### src/rtl/fan_coil_thermostat_control_assert.svh
// assertion macros for the fan-coil thermostat block
`ifndef FAN_COIL_THERMOSTAT_CONTROL_ASSERT_SVH
`define FAN_COIL_THERMOSTAT_CONTROL_ASSERT_SVH

// same-cycle implication, sampled on clk, off during reset
`define FCTC_ASSERT_NOW(label, ante, cons, msg) \
  label: assert property (@(posedge clk) disable iff (!rst_n) (ante) |-> (cons)) \
    else $error(msg);

// next-cycle implication, sampled on clk, off during reset
`define FCTC_ASSERT_NEXT(label, ante, cons, msg) \
  label: assert property (@(posedge clk) disable iff (!rst_n) (ante) |=> (cons)) \
    else $error(msg);

`endif

### src/rtl/fctc_pkg.sv
// shared types, constants and temperature helpers of the fan-coil thermostat
`default_nettype none

package fctc_pkg;

  // zones and field widths
  localparam int ZONE_COUNT = 4;
  localparam int ZONE_W     = 2;
  localparam int TEMP_W     = 8;
  localparam int TENTHS_W   = 11;
  localparam int SPEED_W    = 2;
  localparam int CFG_IDX_W  = 3;
  localparam int CFG_DATA_W = 8;

  // register indexes
  localparam logic [CFG_IDX_W-1:0] REG_SETBACK_OFFSET    = 3'd0;
  localparam logic [CFG_IDX_W-1:0] REG_EMPTY_HEAT_REF    = 3'd1;
  localparam logic [CFG_IDX_W-1:0] REG_EMPTY_COOL_REF    = 3'd2;
  localparam logic [CFG_IDX_W-1:0] REG_FIXED_SPEEDS      = 3'd3;
  localparam logic [CFG_IDX_W-1:0] REG_SIMULTANEOUS_MASK = 3'd4;

  // difference band limits in tenths
  localparam logic [TENTHS_W-1:0] BAND_DEAD = 11'd9;
  localparam logic [TENTHS_W-1:0] BAND_LOW  = 11'd19;
  localparam logic [TENTHS_W-1:0] BAND_MID  = 11'd29;
  localparam logic [TENTHS_W-1:0] BAND_HIGH = 11'd30;

  // fan speeds
  localparam logic [SPEED_W-1:0] SPEED_OFF  = 2'd0;
  localparam logic [SPEED_W-1:0] SPEED_LOW  = 2'd1;
  localparam logic [SPEED_W-1:0] SPEED_MID  = 2'd2;
  localparam logic [SPEED_W-1:0] SPEED_HIGH = 2'd3;

  // reported zone mode
  typedef enum logic [1:0] {
    MODE_EMPTY   = 2'd0,
    MODE_SETBACK = 2'd1,
    MODE_STAY    = 2'd2
  } zone_mode_t;

  // whole degrees plus half bit to tenths
  function automatic logic [TENTHS_W-1:0] tenths(input logic [TEMP_W-1:0] t);
    logic [TENTHS_W-1:0] w;
    w = {4'b0, t[6:0]};
    return (w << 3) + (w << 1) + (t[7] ? 11'd5 : 11'd0);
  endfunction

  // two bcd digits of whole degrees to tenths, digits above nine not checked
  function automatic logic [TENTHS_W-1:0] bcd_tenths(input logic [7:0] b);
    logic [TENTHS_W-1:0] hi;
    logic [TENTHS_W-1:0] deg;
    hi  = {7'b0, b[7:4]};
    deg = (hi << 3) + (hi << 1) + {7'b0, b[3:0]};
    return (deg << 3) + (deg << 1);
  endfunction

endpackage

`default_nettype wire

### src/rtl/fan_coil_thermostat_control.sv
// fan-coil thermostat: per-zone fan speed and mode tracking, two-register pipeline
// Takes one zone word per clock unless stalled; returns one result word per input
// word via the input register, then the result register. The decision is a single
// compare-and-select pass between them, so unstalled throughput is one word per
// cycle; per-zone fan speed and mode are updated in the same cycle the result is
// registered, so a following word for the same zone sees them at once. in_ready
// depends combinationally on out_ready. Configuration writes are always accepted
// (cfg_ready is tied high) and must only be issued while the block is idle.
`default_nettype none

module fan_coil_thermostat_control (
  input  wire logic                               clk,
  input  wire logic                               rst_n,
  // configuration write channel
  input  wire logic                               cfg_valid,
  output logic                                    cfg_ready,
  input  wire logic [fctc_pkg::CFG_IDX_W-1:0]     cfg_index,
  input  wire logic [fctc_pkg::CFG_DATA_W-1:0]    cfg_data,
  // input channel
  input  wire logic                               in_valid,
  output logic                                    in_ready,
  input  wire logic [fctc_pkg::ZONE_W-1:0]        in_zone,
  input  wire logic                               in_trigger,
  input  wire logic [fctc_pkg::TEMP_W-1:0]        in_set_temp,
  input  wire logic [fctc_pkg::TEMP_W-1:0]        in_current_temp,
  input  wire logic                               in_cooling,
  input  wire logic                               in_switch_on,
  input  wire logic                               in_occupied,
  input  wire logic                               in_checked_in,
  input  wire logic                               in_night_mode,
  input  wire logic                               in_precondition,
  // result channel
  output logic                                    out_valid,
  input  wire logic                               out_ready,
  output logic                                    out_acted,
  output logic [fctc_pkg::SPEED_W-1:0]            out_fan_speed,
  output logic [1:0]                              out_zone_mode,
  output logic                                    out_mode_changed
);

  // control path chosen from the occupancy flags
  typedef enum logic [1:0] {
    CTL_EMPTY_OFF,
    CTL_EMPTY,
    CTL_SETBACK,
    CTL_STAY
  } ctl_t;

  // configuration registers
  logic [7:0] setback_offset_r;
  logic [7:0] empty_heat_ref_r;
  logic [7:0] empty_cool_ref_r;
  logic [7:0] fixed_speeds_r;
  logic [3:0] simul_mask_r;

  // per-zone state
  logic [fctc_pkg::SPEED_W-1:0] zone_speed_r [fctc_pkg::ZONE_COUNT];
  fctc_pkg::zone_mode_t         cur_mode_r   [fctc_pkg::ZONE_COUNT];
  fctc_pkg::zone_mode_t         rep_mode_r   [fctc_pkg::ZONE_COUNT];

  // input register
  logic                         s1_valid_r;
  logic [fctc_pkg::ZONE_W-1:0]  s1_zone_r;
  logic                         s1_trigger_r;
  logic [fctc_pkg::TEMP_W-1:0]  s1_set_r;
  logic [fctc_pkg::TEMP_W-1:0]  s1_cur_r;
  logic                         s1_cool_r;
  logic                         s1_sw_r;
  logic                         s1_occ_r;
  logic                         s1_chk_r;
  logic                         s1_night_r;
  logic                         s1_pre_r;

  // result register
  logic                         out_valid_r;
  logic                         out_acted_r;
  logic [fctc_pkg::SPEED_W-1:0] out_speed_r;
  fctc_pkg::zone_mode_t         out_mode_r;
  logic                         out_changed_r;

  // handshake
  logic in_accept;
  logic s1_adv;
  logic s1_fire;
  logic cfg_accept;

  assign cfg_ready  = 1'b1;
  assign cfg_accept = cfg_valid && cfg_ready;
  assign s1_adv     = !out_valid_r || out_ready;
  assign in_ready   = !s1_valid_r || s1_adv;
  assign in_accept  = in_valid && in_ready;
  assign s1_fire    = s1_valid_r && s1_adv;

  // decision logic
  logic                          eval;
  ctl_t                          ctl;
  logic [fctc_pkg::TENTHS_W-1:0] set_t;
  logic [fctc_pkg::TENTHS_W-1:0] cur_t;
  logic [fctc_pkg::TENTHS_W-1:0] offs_t;
  logic [fctc_pkg::TENTHS_W-1:0] ref_t;
  logic [fctc_pkg::TENTHS_W-1:0] hi;
  logic [fctc_pkg::TENTHS_W-1:0] lo;
  logic [fctc_pkg::TENTHS_W-1:0] diff;
  logic [fctc_pkg::SPEED_W-1:0]  old_speed;
  logic [fctc_pkg::SPEED_W-1:0]  fix_speed;
  logic                          apply;
  logic [fctc_pkg::SPEED_W-1:0]  auto_speed;
  logic [fctc_pkg::SPEED_W-1:0]  speed_nxt;
  fctc_pkg::zone_mode_t          mode_nxt;
  logic                          changed;

  always_comb begin
    set_t     = fctc_pkg::tenths(s1_set_r);
    cur_t     = fctc_pkg::tenths(s1_cur_r);
    offs_t    = {3'b0, setback_offset_r};
    ref_t     = s1_cool_r ? fctc_pkg::bcd_tenths(empty_cool_ref_r)
                          : fctc_pkg::bcd_tenths(empty_heat_ref_r);
    old_speed = zone_speed_r[s1_zone_r];
    fix_speed = fixed_speeds_r[{s1_zone_r, 1'b0} +: 2];
    eval      = s1_trigger_r && (s1_cool_r || simul_mask_r[s1_zone_r]);

    // mode choice from occupancy
    if (s1_occ_r) begin
      ctl = s1_night_r ? CTL_SETBACK : (s1_sw_r ? CTL_STAY : CTL_EMPTY_OFF);
    end else if (s1_chk_r) begin
      ctl = s1_sw_r ? CTL_SETBACK : CTL_EMPTY_OFF;
    end else begin
      ctl = s1_pre_r ? CTL_SETBACK : CTL_EMPTY;
    end

    // demand side in hi, other side in lo
    case (ctl)
      CTL_EMPTY: begin
        hi = s1_cool_r ? cur_t : ref_t;
        lo = s1_cool_r ? ref_t : cur_t;
      end
      CTL_SETBACK: begin
        hi = s1_cool_r ? cur_t : set_t;
        lo = s1_cool_r ? (set_t + offs_t) : (cur_t + offs_t);
      end
      default: begin
        hi = s1_cool_r ? cur_t : set_t;
        lo = s1_cool_r ? set_t : cur_t;
      end
    endcase
    diff = hi - lo;

    // automatic speed, apply low means keep the stored speed
    apply      = 1'b0;
    auto_speed = fctc_pkg::SPEED_OFF;
    case (ctl)
      CTL_EMPTY_OFF: begin
        apply = 1'b1;
      end
      CTL_EMPTY: begin
        if (hi > lo) begin
          if (diff > fctc_pkg::BAND_DEAD) begin
            apply      = 1'b1;
            auto_speed = fctc_pkg::SPEED_HIGH;
          end
        end else if (hi < lo) begin
          apply = 1'b1;
        end
      end
      default: begin
        if (hi > lo) begin
          if (diff > fctc_pkg::BAND_DEAD) begin
            apply = 1'b1;
            if (diff > fctc_pkg::BAND_HIGH) begin
              auto_speed = fctc_pkg::SPEED_HIGH;
            end else if (diff <= fctc_pkg::BAND_LOW) begin
              auto_speed = fctc_pkg::SPEED_LOW;
            end else if (diff <= fctc_pkg::BAND_MID) begin
              auto_speed = fctc_pkg::SPEED_MID;
            end else begin
              auto_speed = fctc_pkg::SPEED_HIGH;
            end
          end else if (old_speed != fctc_pkg::SPEED_OFF) begin
            apply      = 1'b1;
            auto_speed = fctc_pkg::SPEED_LOW;
          end
        end else if (hi < lo) begin
          apply = 1'b1;
        end
      end
    endcase

    // fixed speed overrides any running automatic speed
    if (!apply) begin
      speed_nxt = old_speed;
    end else if (fix_speed == fctc_pkg::SPEED_OFF || auto_speed == fctc_pkg::SPEED_OFF) begin
      speed_nxt = auto_speed;
    end else begin
      speed_nxt = fix_speed;
    end

    case (ctl)
      CTL_SETBACK: mode_nxt = fctc_pkg::MODE_SETBACK;
      CTL_STAY:    mode_nxt = fctc_pkg::MODE_STAY;
      default:     mode_nxt = fctc_pkg::MODE_EMPTY;
    endcase
    changed = mode_nxt != rep_mode_r[s1_zone_r];
  end

  // configuration registers
  always_ff @(posedge clk) begin
    if (!rst_n) begin
      setback_offset_r <= '0;
      empty_heat_ref_r <= '0;
      empty_cool_ref_r <= '0;
      fixed_speeds_r   <= '0;
      simul_mask_r     <= '0;
    end else if (cfg_accept) begin
      case (cfg_index)
        fctc_pkg::REG_SETBACK_OFFSET:    setback_offset_r <= cfg_data;
        fctc_pkg::REG_EMPTY_HEAT_REF:    empty_heat_ref_r <= cfg_data;
        fctc_pkg::REG_EMPTY_COOL_REF:    empty_cool_ref_r <= cfg_data;
        fctc_pkg::REG_FIXED_SPEEDS:      fixed_speeds_r   <= cfg_data;
        fctc_pkg::REG_SIMULTANEOUS_MASK: simul_mask_r     <= cfg_data[3:0];
        default: ;
      endcase
    end
  end

  // per-zone state update
  always_ff @(posedge clk) begin
    if (!rst_n) begin
      for (int i = 0; i < fctc_pkg::ZONE_COUNT; i++) begin
        zone_speed_r[i] <= fctc_pkg::SPEED_OFF;
        cur_mode_r[i]   <= fctc_pkg::MODE_EMPTY;
        rep_mode_r[i]   <= fctc_pkg::MODE_EMPTY;
      end
    end else if (s1_fire && eval) begin
      zone_speed_r[s1_zone_r] <= speed_nxt;
      cur_mode_r[s1_zone_r]   <= mode_nxt;
      rep_mode_r[s1_zone_r]   <= mode_nxt;
    end
  end

  // valid flags
  always_ff @(posedge clk) begin
    if (!rst_n) begin
      s1_valid_r  <= 1'b0;
      out_valid_r <= 1'b0;
    end else begin
      if (in_accept) begin
        s1_valid_r <= 1'b1;
      end else if (s1_adv) begin
        s1_valid_r <= 1'b0;
      end
      if (s1_fire) begin
        out_valid_r <= 1'b1;
      end else if (out_ready) begin
        out_valid_r <= 1'b0;
      end
    end
  end

  // input word register
  always_ff @(posedge clk) begin
    if (in_accept) begin
      s1_zone_r    <= in_zone;
      s1_trigger_r <= in_trigger;
      s1_set_r     <= in_set_temp;
      s1_cur_r     <= in_current_temp;
      s1_cool_r    <= in_cooling;
      s1_sw_r      <= in_switch_on;
      s1_occ_r     <= in_occupied;
      s1_chk_r     <= in_checked_in;
      s1_night_r   <= in_night_mode;
      s1_pre_r     <= in_precondition;
    end
  end

  // result word register
  always_ff @(posedge clk) begin
    if (s1_fire) begin
      out_acted_r   <= eval;
      out_speed_r   <= eval ? speed_nxt : old_speed;
      out_mode_r    <= eval ? mode_nxt : cur_mode_r[s1_zone_r];
      out_changed_r <= eval && changed;
    end
  end

  assign out_valid        = out_valid_r;
  assign out_acted        = out_acted_r;
  assign out_fan_speed    = out_speed_r;
  assign out_zone_mode    = out_mode_r;
  assign out_mode_changed = out_changed_r;

  `include "fan_coil_thermostat_control_assert.svh"

  // a word that was not evaluated never reports a mode change
  `FCTC_ASSERT_NOW(a_idle_no_change, out_valid_r && !out_acted_r, !out_changed_r,
    "mode change flagged on a word that was not evaluated")

  // an evaluated word leaves the reported mode equal to the current mode
  `FCTC_ASSERT_NEXT(a_report_sync, s1_fire && eval,
    rep_mode_r[$past(s1_zone_r)] == cur_mode_r[$past(s1_zone_r)],
    "reported mode out of step with current mode after evaluation")

  // an empty result register never blocks the input side
  `FCTC_ASSERT_NOW(a_ready_when_empty, !out_valid_r, in_ready,
    "input stalled while result register is empty")

endmodule

`default_nettype wire
### config.mk
export PLATFORM = sky130hd
export DESIGN_NAME = fan_coil_thermostat_control
export DESIGN_NICKNAME = d
export VERILOG_FILES = /design/src/rtl/fctc_pkg.sv /design/src/rtl/fan_coil_thermostat_control.sv
export VERILOG_INCLUDE_DIRS = /design/src /design/src/rtl
export SDC_FILE = /design/constraint.sdc
export NUM_CORES = 1
export LEC_CHECK = 0
export ABC_AREA = 1
export BUFFER_PORTS_ARGS = -buffer_cell sky130_fd_sc_hd__buf_2
export CAP_MARGIN = 25
export CELL_PAD_IN_SITES_DETAIL_PLACEMENT = 1
export CELL_PAD_IN_SITES_GLOBAL_PLACEMENT = 1
export CORE_ASPECT_RATIO = 0.5
export CORE_UTILIZATION = 35
export DETAILED_ROUTE_END_ITERATION = 16
export GPL_ROUTABILITY_DRIVEN = 0
export HOLD_SLACK_MARGIN = 0.02
export MAX_ROUTING_LAYER = met4
export PLACE_DENSITY_LB_ADDON = 0.1
export SLEW_MARGIN = 20
export SYNTH_ARGS = -nofsm -noshare
export SYNTH_HDL_FRONTEND = slang
export SYNTH_SLANG_ARGS = --single-unit
### constraint.sdc
create_clock -name clk -period 10.3 [get_ports clk]
set_input_delay 1.545 -clock clk [delete_from_list [all_inputs] [get_ports clk]]
set_output_delay 1.545 -clock clk [all_outputs]
set_load 0.02 [all_outputs]
Word-level counts from Yosys, hierarchy flattened
Memories as Yosys holds them, arrays and structs flattened. A register that Yosys moved wholly into a read port is not among the register bits.
Index checks and enable logic that the tools add are counted.
{"block": "op_classes", "add_sub_neg": 13, "reduce_logical": 26, "magnitude_cmp": 7, "mul": 0, "eq_ne": 8, "bitwise_logic": 0, "shifts": 1, "mux": 59, "div": 0}
{"cell": "$mux 11", "n": 7}
{"cell": "$mux 2", "n": 25}
{"cell": "$add 10x8->11", "n": 2}
{"cell": "$add 11x10->11", "n": 2}
{"cell": "$add 11x3->11", "n": 2}
{"cell": "$add 11x8->11", "n": 2}
{"cell": "$le 11x5->1 const B", "n": 2}
{"cell": "$pmux 11 s2", "n": 1}
{"cell": "$mux 1", "n": 20}
{"cell": "$add 8x4->9", "n": 2}
{"cell": "$add 7x5->8", "n": 2}
{"cell": "$gt 11x11->1", "n": 1}
{"cell": "$gt 11x4->1 const B", "n": 1}
{"cell": "$gt 11x5->1 const B", "n": 1}
{"cell": "$lt 11x11->1", "n": 1}
{"cell": "$sub 11x11->11", "n": 1}
{"cell": "$reduce_and 2->1", "n": 5}
{"cell": "$pmux 2 s2", "n": 2}
{"cell": "$shiftx 8x4->2", "n": 1}
{"cell": "$eq 3x2->1 const B", "n": 2}
{"cell": "$logic_not 2->1", "n": 3}
{"cell": "$mux 3", "n": 2}
{"cell": "$reduce_bool 2->1", "n": 3}
{"cell": "$reduce_or 2->1", "n": 3}
{"cell": "other kinds (12)", "n": 21}
{"block": "totals", "inputBits": 41, "ram_bits": 24, "romBits": 0, "memories": 3, "latchBits": 0, "ff_bits": 69}
{"memory": "cur_mode_r", "words": 4, "width": 2, "read_ports": 1, "rd_clocked_by_memory_dff": 1, "write_ports": 4, "line": "fan_coil_thermostat_control.sv:58", "text": "fctc_pkg::zone_mode_t cur_mode_r [fctc_pkg::ZONE_COUNT];"}
{"memory": "rep_mode_r", "words": 4, "width": 2, "read_ports": 1, "rd_clocked_by_memory_dff": 1, "write_ports": 4, "line": "fan_coil_thermostat_control.sv:59", "text": "fctc_pkg::zone_mode_t rep_mode_r [fctc_pkg::ZONE_COUNT];"}
{"memory": "zone_speed_r", "words": 4, "width": 2, "read_ports": 1, "rd_clocked_by_memory_dff": 1, "write_ports": 4, "line": "fan_coil_thermostat_control.sv:57", "text": "logic [fctc_pkg::SPEED_W-1:0] zone_speed_r [fctc_pkg::ZONE_COUNT];"}

Logic depth before layout (Yosys ltp)
{"block": "depth", "depth_word": 19, "mapped_depth": 40}

Least setup slack after synthesis
Ideal clock, no wire load.
{"block": "synth_timing", "kind": "reg-to-reg", "startpoint": "register empty_heat_ref_r[3]", "endpoint": "register out_speed_r, in the netlist out_fan_speed[0] (data pin)", "t_required_ns": 10.048, "path_stages_with_launch": 33, "path_slack_ns": 5.509, "setup_ns": 0.252, "arrival_time_ns": 4.538, "path_cell_list": "dfxtp_1 fa_1 ha_1 a21o_1 a21oi_1 xor2_1 inv_1 ha_1 nand2_1 nor2_1 a211oi_1 o21ai_0 a21oi_1 xor2_1 nor2_1 a221oi_1 ha_1 nand2_1 inv_1 a21oi_1 nand4_1 nand2_1 nand2_2 nor2_2 nand2_1 nand2_1 nor2_1 nor2_2 nand2_2 nand2_2 nand3_2 nand2_1 nand2_1"}
{"block": "synth_between", "elab_chain_len": 18, "elab_cells_between_ends": 33}
{"element": "start: declaration", "line": "fan_coil_thermostat_control.sv:51", "text": "logic [7:0] empty_heat_ref_r;"}
{"element": "start signal: assignment", "line": "fan_coil_thermostat_control.sv:216", "text": "fctc_pkg::REG_EMPTY_HEAT_REF: empty_heat_ref_r <= cfg_data;"}
{"element": "$add 8x4->9 (*)", "line": "fctc_pkg.sv:53", "text": "deg = (hi << 3) + (hi << 1) + {7'b0, b[3:0]};"}
{"element": "$add 11x10->11 (*)", "line": "fctc_pkg.sv:54", "text": "return (deg << 3) + (deg << 1);"}
{"element": "$mux 11 (*)", "line": "fan_coil_thermostat_control.sv:116", "text": "ref_t = s1_cool_r ? fctc_pkg::bcd_tenths(empty_cool_ref_r)"}
{"element": "$mux 11 (on tied branches)", "line": "fan_coil_thermostat_control.sv:135, fan_coil_thermostat_control.sv:134"}
{"element": "$pmux 11 s2 / $mux 11 (equally long branches)"}
{"element": "$sub 11x11->11", "line": "fan_coil_thermostat_control.sv:146", "text": "diff = hi - lo;"}
{"element": "$le 11x5->1", "line": "fan_coil_thermostat_control.sv:173", "text": "end else if (diff <= fctc_pkg::BAND_MID) begin"}
{"element": "$mux 1", "line": "fan_coil_thermostat_control.sv:173"}
{"element": "[... 2 more ...]"}
{"element": "$mux 2", "line": "fan_coil_thermostat_control.sv:167", "text": "if (diff > fctc_pkg::BAND_DEAD) begin"}
{"element": "$mux 2", "line": "fan_coil_thermostat_control.sv:166", "text": "if (hi > lo) begin"}
{"element": "$pmux 2 s2", "line": "fan_coil_thermostat_control.sv:151", "text": "case (ctl)"}
{"element": "$logic_not 2->1", "line": "fan_coil_thermostat_control.sv:191", "text": "end else if (fix_speed == fctc_pkg::SPEED_OFF || auto_speed == fctc_pkg::SPEED_OFF) begin"}
{"element": "$logic_or 1x1->1", "line": "fan_coil_thermostat_control.sv:191"}
{"element": "$mux 2", "line": "fan_coil_thermostat_control.sv:191"}
{"element": "$mux 2 (*)", "line": "fan_coil_thermostat_control.sv:189", "text": "if (!apply) begin"}
{"element": "$mux 2 (*)", "line": "fan_coil_thermostat_control.sv:279", "text": "out_speed_r <= eval ? speed_nxt : old_speed;"}
{"element": "end signal: assignment", "line": "fan_coil_thermostat_control.sv:279"}
{"element": "end: declaration", "line": "fan_coil_thermostat_control.sv:77", "text": "logic [fctc_pkg::SPEED_W-1:0] out_speed_r;"}
Mark *: on every way between the ends. The rest lies on a longest branch, timed or not.
A chain may end at the register's enable or synchronous reset.

Final worst setup path
{"block": "layout_timing", "startpoint": "register empty_heat_ref_r[4]", "endpoint": "register out_speed_r, in the netlist out_fan_speed[1] (data pin)"}
{"block": "layout_between", "elab_chain_len": 19, "elab_cells_between_ends": 34}
{"element": "$add 7x5->8 (*)", "line": "fctc_pkg.sv:53"}
{"element": "$add 8x4->9 (*)", "line": "fctc_pkg.sv:53"}
{"element": "$add 11x10->11 (*)", "line": "fctc_pkg.sv:54"}
{"element": "$mux 11 (*)", "line": "fan_coil_thermostat_control.sv:116"}
{"element": "$mux 11 (on tied branches)", "line": "fan_coil_thermostat_control.sv:135, fan_coil_thermostat_control.sv:134"}
{"element": "$pmux 11 s2 / $mux 11 (equally long branches)"}
{"element": "$sub 11x11->11", "line": "fan_coil_thermostat_control.sv:146"}
{"element": "$le 11x5->1", "line": "fan_coil_thermostat_control.sv:173"}
{"element": "[... 3 more ...]"}
{"element": "$mux 2", "line": "fan_coil_thermostat_control.sv:167"}
{"element": "$mux 2", "line": "fan_coil_thermostat_control.sv:166"}
{"element": "$pmux 2 s2", "line": "fan_coil_thermostat_control.sv:151"}
{"element": "$logic_not 2->1", "line": "fan_coil_thermostat_control.sv:191"}
{"element": "$logic_or 1x1->1", "line": "fan_coil_thermostat_control.sv:191"}
{"element": "$mux 2", "line": "fan_coil_thermostat_control.sv:191"}
{"element": "$mux 2 (*)", "line": "fan_coil_thermostat_control.sv:189"}
{"element": "$mux 2 (*)", "line": "fan_coil_thermostat_control.sv:279"}
Marked as above.

==> metrics <==
status=complete, no violations; critical path capture point type=flop; Synth Area per Inst=7.21 sq um; post-CTS setup buffer count=0; power per cell area=162 nW/um^2; vias in the first global route=6297; CTS Hold Buffers Added=0; crit path buf inv count=2; Root Driver=clkbuf_16; flop2flop setup slack=4670 ps; initial antenna violation count=0; effective utilization at floorplan=36.5%; synthesized net count=1063; DR DRC count=0; Mapped Cells=950; first-pass GRT wire length=32600 microns; n_diodes=0; Largest stage delay, worst path=460 ps; Seq/Total Area, Yosys=32.3%; Filler cells=2372; CP top delay family=compound AO/OA/AOI/OAI gates; Setup crit start kind=flop; DR iter-0 viols=263; FMAX=178 MHz; Total Routing Usage GR=22.0%; Final #Nets=1107; setup ws final=4670 ps; cell count of the worst hold path=2; post-DR wirelength/cell=16.2 microns; vias=6343; Seq cells post-synth=87; DP HPWL=16400 microns; count leader, synth=nand2_1; Port Buffers=48; CTS sink cnt=87; Synth Cell Area=6850 sq um; I/O pin total=50; path type of the worst setup path=reg -> reg; Yosys cell types=46; Final TNS setup=0 ps; synth-to-layout area growth=11.6%; Pre-antenna DRT Iters=4; Lkg Pwr=3.74 nW; Post-synth EDFFs=47; ratio of cells with drive above 1 in the final layout=10.3%; largest net degree at the start of global routing=42; Setup-failing EPs final=0; area of the core=18800 sq um; Slowest cell on crit path=fa_1; synth cell count leaders=204 x nand2_1, 139 x inv_1, 120 x nor2_1, 78 x o21ai_0, 63 x a21oi_1; Bufs on Longest Clock Path=2; worst r2r path cells=32; number of cell rows=35; Max rail drop VDD=0.0834 mV; TritonCTS clock tree=built; Overflow after GRT=0; Required @ worst endpoint=10420 ps; hold path startpoint=fixed_speeds_r[2]$_SDFFE_PN0P_; R2R Path Start=empty_heat_ref_r[4]$_SDFFE_PN0P_; Final Hold Vio Count=0; die area=20200 sq um; ANT nets after route=0; Slew headroom=40.5%; r2r endpoint=out_fan_speed[1]$_DFFE_PP_; clock-pin slew on the worst setup and hold paths=80 ps; max-cap viol count=0; ranking of synthesized cells by area=edfxtp_1 21%, dfxtp_1 12%, ha_1 11%; CP arrival=5740 ps; final worst-path cycle share=54.6%; Final Critical Period=5630 ps; Max Slew Vio Count=0; CP most frequent cell=nand2_1; Critical Path Fanout Max=6; ys async rst share=0%; CTS Buf Count=9; die height=101 microns; CP Depth=32; DR vias/cell=5.04; Clock Skew=7.58 ps; top cell type's share of synthesized area=20.6%; Worst Hold End=fixed_speeds_r[2]$_SDFFE_PN0P_; pre-CTS WS=4700 ps; Die X=200 microns; Synth Flop Type=edfxtp_1; measured slew at the worst slew-check pin=885 ps; Ys Warns=0; RSZ-0062 raised after global routing=false; post-CTS sizing=0; Clock Latency Late Sink=360 ps; cell taking the most area after synthesis=edfxtp_1; Routed Wire Length=20400 microns; HP Class=reg -> reg; Clock H-tree levels=3
## layout make-up
| type | count | area, sq um | share of cell area, % |
|---|---|---|---|
| clock buffer | 9 | 225 | 2.95 |
| clock inverter | 7 | 68.8 | 0.900 |
| inverter | 147 | 552 | 7.22 |
| multi-input combinational | 699 | 4010 | 52.4 |
| sequential | 87 | 2210 | 28.9 |
| tap | 259 | 324 | 4.24 |
| timing repair buffer | 50 | 255 | 3.34 |
## per-stage QoR
| stage | cells | hold WS, ps | instance area [sq um] | util, % | total power, W |
|---|---|---|---|---|---|
| global placement | 1242 | 440 | 7350 | 39.1 | 0.000901 |
| detailed placement | 1242 | 443 | 7350 | 39.1 | 0.000912 |
| CTS | 1258 | 456 | 7640 | 40.7 | 0.00125 |
| floorplan | 950 | 420 | 6850 | - | 0.000780 |
| finish | 1258 | 452 | 7640 | 40.7 | 0.00124 |
| global route | 1258 | 475 | 7640 | 40.7 | 0.00133 |
## cells by family after synthesis
group | synth area share, %
compound gates | 15.3
xor+xnor | 3.43
fa+ha+maj | 14.2
buf+inv | 9.22
flops | 32.3
other cells | 0.0547
simple gates | 25.4
## worst max path at each step
stage | slack (ps) | end | startpoint
global placement | 4850 | out_fan_speed[0]$_DFFE_PP_ | empty_heat_ref_r[4]$_SDFFE_PN0P_
finish | 4670 | out_fan_speed[1]$_DFFE_PP_ | empty_heat_ref_r[4]$_SDFFE_PN0P_
CTS | 4660 | out_fan_speed[1]$_DFFE_PP_ | empty_heat_ref_r[4]$_SDFFE_PN0P_
global route | 4130 | out_fan_speed[1]$_DFFE_PP_ | empty_heat_ref_r[4]$_SDFFE_PN0P_
detailed placement | 4700 | out_fan_speed[0]$_DFFE_PP_ | empty_heat_ref_r[4]$_SDFFE_PN0P_
floorplan | 5510 | out_fan_speed[0]$_DFFE_PP_ | empty_heat_ref_r[3]$_SDFFE_PN0P_
## routing by layer
metal / up-vias / track usage, % / part of all wire (%)
met3: 24 / 4.45 / 3.8
met5: - / - / 0
met2: 108 / 33.2 / 43
met1: 3001 / 29.7 / 51
met4: 0 / 5.99 / 1.7
li1: 3210 / - / -
## flip-flops by register name, summed over array words and instances (netlist names), 4 cells and up, named ones only
signal	count
simul_mask_r	4
s1_set_r	8
zone_speed_r	8
setback_offset_r	8
s1_cur_r	8
fixed_speeds_r	8
empty_heat_ref_r	8
cur_mode_r	6
empty_cool_ref_r	8
## layout by cell type, fill, tap and decap left out, types with 2 or more instances in the layout
master / synthesis / final
nand2_1: 204 / 204
inv_1: 139 / 139
nor2_1: 120 / 120
o21ai_0: 78 / 78
a21oi_1: 63 / 63
ha_1: 62 / 62
buf_2: 1 / 48
nand3_1: 47 / 47
edfxtp_1: 47 / 47
dfxtp_1: 40 / 40
xor2_1: 20 / 20
nand2_2: 14 / 14
fa_1: 10 / 10
clkbuf_16: 0 / 9
nand4_1: 8 / 8
inv_2: 7 / 7
o221ai_1: 7 / 7
o22ai_1: 6 / 6
xnor2_1: 5 / 5
nand3b_1: 5 / 5
nor3_1: 5 / 5
nor2_2: 5 / 5
a31oi_1: 4 / 4
inv_6: 0 / 4
a32o_1: 3 / 3
o31ai_1: 3 / 3
a21oi_2: 3 / 3
nand3_2: 3 / 3
a211oi_1: 2 / 2
a22oi_1: 2 / 2
a21o_1: 2 / 2
o211ai_1: 2 / 2
or2_2: 2 / 2
a221oi_1: 2 / 2
o21bai_1: 2 / 2
o21ai_1: 2 / 2
a32oi_1: 2 / 2
buf_4: 2 / 2
## power breakdown
| part | switching [W] | total [W] | internal (W) |
|---|---|---|---|
| combinational | 0.000341 | 0.000507 | 0.000166 |
| sequential | 0.0000131 | 0.000397 | 0.000384 |
| clock | 0.000161 | 0.000332 | 0.000171 |
## worst register-to-register path: cells and delay by family, from the launching register on
kind	cells	cell delay [ps]
flops	1	390
xor+xnor	2	330
fa+ha+maj	4	1500
simple gates	17	1450
compound gates	7	1570
buf+inv	2	120
Power figures use the tool's default switching activity.
